===== config.mk =====
export PLATFORM = sky130hd
export DESIGN_NAME = rt_fcfs_mlfq_scheduler
export DESIGN_NICKNAME = d
export VERILOG_FILES = /design/src/hw/rtl/rfm_pkg.sv /design/src/hw/rtl/rfm_fifo.sv /design/src/hw/rtl/rfm_core.sv /design/src/hw/rtl/rt_fcfs_mlfq_scheduler.sv
export SDC_FILE = /design/constraint.sdc
export NUM_CORES = 1
export LEC_CHECK = 0
export BUFFER_PORTS_ARGS = -buffer_cell sky130_fd_sc_hd__buf_4
export CAP_MARGIN = 25
export CORE_MARGIN = 2
export CORE_UTILIZATION = 55
export CTS_CLUSTER_DIAMETER = 100
export DETAILED_ROUTE_END_ITERATION = 10
export PLACE_DENSITY = 0.71
export SYNTH_ARGS = -nofsm -noshare
export SYNTH_HDL_FRONTEND = slang
export SYNTH_SLANG_ARGS = --single-unit

===== constraint.sdc =====
create_clock -name i_clk -period 11.15 [get_ports i_clk]
set_input_delay 1.115 -clock i_clk [delete_from_list [all_inputs] [get_ports i_clk]]
set_output_delay 1.115 -clock i_clk [all_outputs]
set_load 0.01 [all_outputs]

===== src/hw/rtl/rfm_pkg.sv =====
// Shared constants, codes and result type for the real-time/MLFQ task scheduler.
package rfm_pkg;

    localparam int TASK_SLOTS_DEF  = 16;
    localparam int USER_LEVELS_DEF = 3;

    localparam int ID_W    = 4;
    localparam int PRIO_W  = 3;
    localparam int TICKS_W = 8;
    localparam int LVL_O_W = 2;
    localparam int ST_W    = 2;
    localparam int OC_W    = 2;

    localparam logic [TICKS_W-1:0] CPU_LIMIT_RST = 8'd20;
    localparam logic [TICKS_W-1:0] TICKS_MAX     = 8'd255;

    localparam logic KIND_TICK    = 1'b0;
    localparam logic KIND_ARRIVAL = 1'b1;

    localparam logic [ST_W-1:0] ST_OK       = 2'd0;
    localparam logic [ST_W-1:0] ST_BAD_PRIO = 2'd1;
    localparam logic [ST_W-1:0] ST_BUSY     = 2'd2;

    localparam logic [OC_W-1:0] OC_RUN  = 2'd0;
    localparam logic [OC_W-1:0] OC_FIN  = 2'd1;
    localparam logic [OC_W-1:0] OC_STOP = 2'd2;
    localparam logic [OC_W-1:0] OC_REQ  = 2'd3;

    typedef struct packed {
        logic               tick;
        logic [ST_W-1:0]    status;
        logic               idle;
        logic [ID_W-1:0]    ran_task;
        logic               rt;
        logic               first;
        logic [OC_W-1:0]    outcome;
        logic [TICKS_W-1:0] remaining;
        logic [TICKS_W-1:0] cpu_used;
        logic [LVL_O_W-1:0] next_level;
    } t_result;

endpackage


===== src/hw/rtl/rfm_fifo.sv =====
// Circular register queue of task slots with head peek, push and pop.
module rfm_fifo
    import rfm_pkg::*;
#(
    parameter int DEPTH = TASK_SLOTS_DEF,
    parameter int W     = 4
) (
    input  logic         i_clk,
    input  logic         i_rst_n,
    input  logic         i_push,
    input  logic [W-1:0] i_din,
    input  logic         i_pop,
    output logic [W-1:0] o_head,
    output logic         o_nempty
);

    localparam int PW = (DEPTH > 1) ? $clog2(DEPTH) : 1;
    localparam int CW = $clog2(DEPTH + 1);
    localparam logic [PW-1:0] PTR_LAST = PW'(DEPTH - 1);
    localparam logic [CW-1:0] CNT_FULL = CW'(DEPTH);

    logic [W-1:0]  r_mem [DEPTH];
    logic [PW-1:0] r_head;
    logic [PW-1:0] r_tail;
    logic [CW-1:0] r_count;

    logic do_pop;
    logic do_push;

    // a pop in the same cycle frees room for the push
    assign do_pop   = i_pop && (r_count != '0);
    assign do_push  = i_push && ((r_count != CNT_FULL) || do_pop);
    assign o_head   = r_mem[r_head];
    assign o_nempty = (r_count != '0);

    always_ff @(posedge i_clk) begin
        if (!i_rst_n) begin
            r_head  <= '0;
            r_tail  <= '0;
            r_count <= '0;
        end else begin
            if (do_pop) begin
                r_head <= (r_head == PTR_LAST) ? '0 : r_head + 1'b1;
            end
            if (do_push) begin
                r_tail <= (r_tail == PTR_LAST) ? '0 : r_tail + 1'b1;
            end
            if (do_push && !do_pop) begin
                r_count <= r_count + 1'b1;
            end else if (do_pop && !do_push) begin
                r_count <= r_count - 1'b1;
            end
        end
    end

    always_ff @(posedge i_clk) begin
        if (do_push) begin
            r_mem[r_tail] <= i_din;
        end
    end

endmodule


===== src/hw/rtl/rfm_core.sv =====
// Task table, run queues and combinational arrival/tick decision logic.
module rfm_core
    import rfm_pkg::*;
#(
    parameter int TASK_SLOTS  = TASK_SLOTS_DEF,
    parameter int USER_LEVELS = USER_LEVELS_DEF
) (
    input  logic               i_clk,
    input  logic               i_rst_n,
    input  logic               i_go,
    input  logic               i_kind,
    input  logic [ID_W-1:0]    i_task_id,
    input  logic [PRIO_W-1:0]  i_prio,
    input  logic [TICKS_W-1:0] i_burst,
    input  logic [TICKS_W-1:0] i_cpu_limit,
    output t_result            o_res
);

    localparam int SW = (TASK_SLOTS > 1) ? $clog2(TASK_SLOTS) : 1;
    localparam int LW = (USER_LEVELS > 1) ? $clog2(USER_LEVELS) : 1;
    localparam logic [LW-1:0] LVL_LAST = LW'(USER_LEVELS - 1);

    logic [TICKS_W-1:0] r_rem  [TASK_SLOTS];
    logic [TICKS_W-1:0] r_used [TASK_SLOTS];
    logic [LW-1:0]      r_lvl  [TASK_SLOTS];
    logic [TASK_SLOTS-1:0] r_active;
    logic               r_rt_valid;
    logic [SW-1:0]      r_rt_slot;

    logic               is_arr;
    logic               is_tick;
    logic               bad_prio;
    logic               busy;
    logic               arr_ok;
    logic [SW-1:0]      arr_slot;
    logic [LW-1:0]      arr_lvl;

    logic [SW-1:0]      rt_head;
    logic               rt_ne;
    logic               rt_run;
    logic [SW-1:0]      rt_slot;
    logic [SW-1:0]      u_head [USER_LEVELS];
    logic [USER_LEVELS-1:0] u_ne;
    logic               u_found;
    logic [LW-1:0]      u_lvl;

    logic               run;
    logic [SW-1:0]      slot;
    logic [TICKS_W-1:0] cur_rem;
    logic [TICKS_W-1:0] cur_used;
    logic [LW-1:0]      cur_lvl;
    logic [TICKS_W-1:0] rem_n;
    logic [TICKS_W-1:0] used_n;
    logic [LW-1:0]      nlvl;
    logic [OC_W-1:0]    outcome;
    logic               done;
    logic               req;

    assign is_arr   = (i_kind == KIND_ARRIVAL);
    assign is_tick  = (i_kind == KIND_TICK);
    assign bad_prio = 32'(i_prio) > USER_LEVELS;
    assign arr_slot = SW'(i_task_id);
    assign busy     = (32'(i_task_id) >= TASK_SLOTS) || r_active[arr_slot];
    assign arr_ok   = is_arr && !bad_prio && !busy;
    assign arr_lvl  = LW'(i_prio - 3'd1);

    assign rt_run  = r_rt_valid || rt_ne;
    assign rt_slot = r_rt_valid ? r_rt_slot : rt_head;

    always_comb begin
        u_found = 1'b0;
        u_lvl   = '0;
        for (int l = USER_LEVELS - 1; l >= 0; l--) begin
            if (u_ne[l]) begin
                u_found = 1'b1;
                u_lvl   = LW'(l);
            end
        end
    end

    assign run      = is_tick && (rt_run || u_found);
    assign slot     = rt_run ? rt_slot : u_head[u_lvl];
    assign cur_rem  = r_rem[slot];
    assign cur_used = r_used[slot];
    assign cur_lvl  = r_lvl[slot];
    assign rem_n    = (cur_rem == '0) ? '0 : cur_rem - 1'b1;
    assign used_n   = (cur_used == TICKS_MAX) ? TICKS_MAX : cur_used + 1'b1;
    assign nlvl     = (cur_lvl == LVL_LAST) ? cur_lvl : cur_lvl + 1'b1;

    always_comb begin
        priority if (rem_n == '0) begin
            outcome = OC_FIN;
        end else if (used_n >= i_cpu_limit) begin
            outcome = OC_STOP;
        end else if (rt_run) begin
            outcome = OC_RUN;
        end else begin
            outcome = OC_REQ;
        end
    end

    assign done = run && ((outcome == OC_FIN) || (outcome == OC_STOP));
    assign req  = run && (outcome == OC_REQ);

    rfm_fifo #(
        .DEPTH (TASK_SLOTS),
        .W     (SW)
    ) u_rt_fifo (
        .i_clk    (i_clk),
        .i_rst_n  (i_rst_n),
        .i_push   (i_go && arr_ok && (i_prio == '0)),
        .i_din    (arr_slot),
        .i_pop    (i_go && is_tick && !r_rt_valid),
        .o_head   (rt_head),
        .o_nempty (rt_ne)
    );

    for (genvar l = 0; l < USER_LEVELS; l++) begin : g_user
        rfm_fifo #(
            .DEPTH (TASK_SLOTS),
            .W     (SW)
        ) u_fifo (
            .i_clk    (i_clk),
            .i_rst_n  (i_rst_n),
            .i_push   (i_go && ((arr_ok && (32'(i_prio) == l + 1))
                                || (req && (nlvl == LW'(l))))),
            .i_din    (is_arr ? arr_slot : slot),
            .i_pop    (i_go && is_tick && !rt_run && u_found && (u_lvl == LW'(l))),
            .o_head   (u_head[l]),
            .o_nempty (u_ne[l])
        );
    end

    always_ff @(posedge i_clk) begin
        if (!i_rst_n) begin
            r_active   <= '0;
            r_rt_valid <= 1'b0;
            r_rt_slot  <= '0;
        end else if (i_go) begin
            if (arr_ok) begin
                r_active[arr_slot] <= 1'b1;
            end
            if (done) begin
                r_active[slot] <= 1'b0;
            end
            if (is_tick) begin
                r_rt_valid <= rt_run && !done;
                if (rt_run) begin
                    r_rt_slot <= rt_slot;
                end
            end
        end
    end

    always_ff @(posedge i_clk) begin
        if (i_go && arr_ok) begin
            r_rem[arr_slot]  <= i_burst;
            r_used[arr_slot] <= '0;
            r_lvl[arr_slot]  <= arr_lvl;
        end else if (i_go && run) begin
            r_rem[slot]  <= rem_n;
            r_used[slot] <= used_n;
            if (req) begin
                r_lvl[slot] <= nlvl;
            end
        end
    end

    always_comb begin
        o_res = '0;
        if (is_arr) begin
            priority if (bad_prio) begin
                o_res.status = ST_BAD_PRIO;
            end else if (busy) begin
                o_res.status = ST_BUSY;
            end else begin
                o_res.status = ST_OK;
            end
        end else begin
            o_res.tick = 1'b1;
            if (run) begin
                o_res.ran_task   = ID_W'(slot);
                o_res.rt         = rt_run;
                o_res.first      = (cur_used == '0);
                o_res.outcome    = outcome;
                o_res.remaining  = rem_n;
                o_res.cpu_used   = used_n;
                o_res.next_level = req ? LVL_O_W'(nlvl) : '0;
            end else begin
                o_res.idle = 1'b1;
            end
        end
    end

endmodule


===== src/hw/rtl/rt_fcfs_mlfq_scheduler.sv =====
// Real-time FCFS plus multilevel feedback queue task scheduler, top level.
//
// Requests enter on the s_axis channel: tuser 1 is a task arrival (slot, priority,
// burst), tuser 0 is one scheduling tick. Each request yields exactly one result on
// m_axis, in order; m_axis_tuser marks tick results.
// A request is held in the input stage register, passes the slot table and register
// queues combinationally and is registered in the result stage, which drives
// m_axis_tvalid; one request per cycle is sustained while m_axis_tready stays high.
// The cfg channel writes the CPU tick limit; it is always ready. The user must write it
// only while no request is in flight; the block itself leaves this unenforced.
// Reset (synchronous, active low) empties all queues, frees every slot, clears the
// running real-time task and sets the limit to 20. Table contents are not cleared.
// When m_axis_tready is low the result holds and one more request is taken into the
// input stage; s_axis_tready then drops until the result is taken.
module rt_fcfs_mlfq_scheduler
    import rfm_pkg::*;
#(
    parameter int TASK_SLOTS  = TASK_SLOTS_DEF,
    parameter int USER_LEVELS = USER_LEVELS_DEF
) (
    input  logic               i_clk,
    input  logic               i_rst_n,
    input  logic               s_axis_tvalid,
    output logic               s_axis_tready,
    input  logic [15:0]        s_axis_tdata,   // task_id[3:0], priority_req[6:4], burst[14:7]
    input  logic               s_axis_tuser,   // kind
    output logic               m_axis_tvalid,
    input  logic               m_axis_tready,
    output logic [31:0]        m_axis_tdata,   // arrival_status[1:0], idle[2], ran_task[6:3],
                                               // realtime_res[7], first_run[8], outcome[10:9],
                                               // remaining_after[18:11], cpu_used_after[26:19],
                                               // next_level[28:27]
    output logic               m_axis_tuser,   // tick_result
    input  logic               i_cfg_valid,
    output logic               o_cfg_ready,
    input  logic [TICKS_W-1:0] i_cfg_data
);

    logic               r_in_valid;
    logic               r_in_kind;
    logic [ID_W-1:0]    r_in_id;
    logic [PRIO_W-1:0]  r_in_prio;
    logic [TICKS_W-1:0] r_in_burst;
    logic               r_out_valid;
    t_result            r_out;
    logic [TICKS_W-1:0] r_cpu_limit;
    t_result            n_out;
    logic               adv;

    assign adv           = r_in_valid && (!r_out_valid || m_axis_tready);
    assign s_axis_tready = !r_in_valid || adv;
    assign o_cfg_ready   = 1'b1;

    always_ff @(posedge i_clk) begin
        if (!i_rst_n) begin
            r_in_valid  <= 1'b0;
            r_out_valid <= 1'b0;
            r_cpu_limit <= CPU_LIMIT_RST;
        end else begin
            if (s_axis_tready) begin
                r_in_valid <= s_axis_tvalid;
            end
            if (adv) begin
                r_out_valid <= 1'b1;
            end else if (m_axis_tready) begin
                r_out_valid <= 1'b0;
            end
            if (i_cfg_valid && o_cfg_ready) begin
                r_cpu_limit <= i_cfg_data;
            end
        end
    end

    always_ff @(posedge i_clk) begin
        if (s_axis_tvalid && s_axis_tready) begin
            r_in_kind  <= s_axis_tuser;
            r_in_id    <= s_axis_tdata[3:0];
            r_in_prio  <= s_axis_tdata[6:4];
            r_in_burst <= s_axis_tdata[14:7];
        end
        if (adv) begin
            r_out <= n_out;
        end
    end

    rfm_core #(
        .TASK_SLOTS  (TASK_SLOTS),
        .USER_LEVELS (USER_LEVELS)
    ) u_core (
        .i_clk       (i_clk),
        .i_rst_n     (i_rst_n),
        .i_go        (adv),
        .i_kind      (r_in_kind),
        .i_task_id   (r_in_id),
        .i_prio      (r_in_prio),
        .i_burst     (r_in_burst),
        .i_cpu_limit (r_cpu_limit),
        .o_res       (n_out)
    );

    assign m_axis_tvalid = r_out_valid;
    assign m_axis_tuser  = r_out.tick;
    assign m_axis_tdata  = {3'd0, r_out.next_level, r_out.cpu_used, r_out.remaining,
                            r_out.outcome, r_out.first, r_out.rt, r_out.ran_task,
                            r_out.idle, r_out.status};

`ifndef ASSERT_OFF
    a_hold_pending: assert property (@(posedge i_clk) disable iff (!i_rst_n)
        r_in_valid && r_out_valid && !m_axis_tready |=> r_in_valid)
        else $error("pending request dropped during output stall");

    a_ready_when_empty: assert property (@(posedge i_clk) disable iff (!i_rst_n)
        !r_in_valid |-> s_axis_tready)
        else $error("input stage empty but not ready");

    a_arrival_clean: assert property (@(posedge i_clk) disable iff (!i_rst_n)
        m_axis_tvalid && !m_axis_tuser |-> m_axis_tdata[28:2] == '0)
        else $error("arrival result carries tick fields");

    a_tick_status: assert property (@(posedge i_clk) disable iff (!i_rst_n)
        m_axis_tvalid && m_axis_tuser |-> m_axis_tdata[1:0] == ST_OK)
        else $error("tick result carries arrival status");
`endif

endmodule

==> flow_metrics.tcl <==
set metrics [dict create \
    dieHeight_um 235 \
    grt_pass1_wl_mm 104 \
    grt_max_degree 59 \
    slew_viol_final 0 \
    layout-drive-gt1-share_pct 15.3 \
    worst_path_most_repeated_cell "ha_1" \
    end_kind "flop" \
    start_util_pct 55.7 \
    clock_path_buffers 3 \
    first_global_vias 17900 \
    critPathKind "flop to flop" \
    drc 0 \
    grt_antenna_before_repair 0 \
    cp.arrival_ps 10730 \
    placedCellCount 2809 \
    yosys.area.top_type_share_pct 60.4 \
    port_buffers 60 \
    outcome "complete, no violations" \
    yosysSeqAreaShare_pct 67.2 \
    synth-edff-count 590 \
    grt.total_usage_pct 24.5 \
    finClkSkew_ps 26.3 \
    cts_buffers 71 \
    startpoint_type "flop" \
    cts_tree "yes" \
    synth.avg_cell_area_um2 13.9 \
    postCtsSetupBuffers 0 \
    ys_warn_count 0 \
    slowest_stage "dfxtp_1" \
    max_stage_delay_ps 810 \
    num_vias 18000 \
    areaGrowthSynthToFinish_pct 12.5 \
    setup_viol 0 \
    hold_viol 0 \
    overflow 0 \
    cts.clk_slew.worst_paths_ps 60 \
    cp_num_buf_inv 3 \
    period_share_pct 91.3 \
    post_cts_resized 0 \
    pin_count 66 \
    slew_headroom_pct 29.6 \
    path_max_fanout 15 \
    drv_cap 0 \
    rsz0062_at_grt "no" \
    worstSkewPairLatency_ps 630 \
    syn_area_um2 29300 \
    synthArstFlopShare_pct 0 \
    wl_per_cell_um 23.1 \
    synth_ff_type "edfxtp_1" \
    synth_most_common_cell "edfxtp_1" \
    dr.pass1.iters 7 \
    htreeDepth 3 \
    diodes 0 \
    drt-total-wl_mm 68.1 \
    netlist_instances 2116 \
    max_slew.worst_pin.slew_ps 1060 \
    dieArea_um2 55200 \
    use_met3_pct 4.58 \
    clock-sinks 689 \
    ys_ff_latch 689 \
    cp_top_family "compound AO/OA/AOI/OAI gates" \
    met2_usage_pct 40.3 \
    fp.coreArea_um2 52700 \
    cts_root_buffer "clkbuf_16" \
    ys_types 77 \
    grt_use_met1_pct 33.2 \
    synthTopCellsByArea "edfxtp_1 60%, dfxtp_1 6.8%, mux4_2 5.3%, nand2_1 3.3%, mux2i_1 2.6%" \
    instances_no_fill 2948 \
    chipWidth_um 235 \
    first_iter_violations 1734 \
    worstHoldStart "u_core.r_active[3]" \
    viasPerCell 6.12 \
    n_fill_cell 3807 \
    gp_congestion 0.837 \
    rows 84 \
    finalCriticalPeriod_ps 10180 \
    synthTopCellsByCount "590 x edfxtp_1, 258 x nand2_1, 159 x nor2_1, 105 x a21oi_1, 99 x dfxtp_1" \
    setup-tns-final_ps 0 \
    dp_hpwl_mm 43.2 \
    clock.fmax_ghz 0.0982 \
    drtAntennaViolNets 0 \
    synth_top_area_cell "edfxtp_1" \
    top_usage_layer "met2" \
    hp-class "flop to flop" \
    cp.required_ps 11700 \
    finalNetCount 2293 \
    hold_buffers 0 \
]
cells by family after synthesis:
group                      synth area share (%)
and+or+nand+nor                            10.3
buffers and inverters                      2.74
DFF                                        67.2
muxes                                      8.29
AOI/OAI and AO/OA                          7.67
adders and majority gates                  2.66
other                                    0.0256
xor gates and xnor gates                   1.13
final cells by class:
type / instances / area [um^2] / area share (%)
well taps: 688 / 861 / 2.61
inverters: 63 / 236 / 0.716
multi-input cells: 1249 / 8920 / 27.0
flip-flops and latches: 689 / 19700 / 59.7
clock buffers: 87 / 1870 / 5.66
repair buffers: 129 / 1010 / 3.07
clock inverters: 43 / 419 / 1.27
through the flow:
step           util, %  hold slack, ps  worst slack, ps  instance area [um^2]
2_1_floorplan        -             450             2380                 29300
3_5_place_dp      58.2             467             1040                 30600
6_report          62.7             478              968                 33000
3_3_place_gp      58.1             462             1160                 30600
4_1_cts           62.5             476              892                 32900
5_1_grt           62.7             515              372                 33000
per-layer routing:
layer  up-vias  routed length, um
met1      9028              27900
met4         0               2020
li1       8127                  -
met5         -                  0
met3       143               4860
met2       746              33300
cells in the final DEF (no fill, tap or decap), types with 56 or more instances in the layout:
master / instances
buf_4: 125
dfxtp_1: 99
edfxtp_1: 590
ha_1: 56
mux2i_1: 75
inv_1: 62
clkbuf_16: 72
mux4_2: 69
nand2_1: 258
nor2_1: 143
a21oi_1: 104
worst paths after layout:
path / end / slack [ps] / cells past startpoint
worst max-delay path: u_core.g_user[0].u_fifo.r_count[4] / 970 / 38
worst min-delay path: u_core.r_active[3] / 480 / 2
worst max register to register: u_core.g_user[0].u_fifo.r_count[4] / 970 / 38
worst min register to register: u_core.r_active[3] / 480 / 2
tightest hold or removal path, cell delays in order (launching register included):
cell and delay (ps):
dfxtp_1 300, o21ai_0 60, a21oi_1 60
registers in the layout (all words and copies together) (netlist names), 15 cells and up, named ones only:
signal	cells
u_core.g_user.u_fifo.r_mem	192
u_core.r_rem	128
u_core.r_used	128
u_core.u_rt_fifo.r_mem	64
u_core.r_lvl	32
m_axis_tdata	29
u_core.r_active	16
u_core.g_user.u_fifo.r_count	15
Power is not shown: default switching activity piles up to over one toggle a cycle in this logic, so the estimate is an artifact.
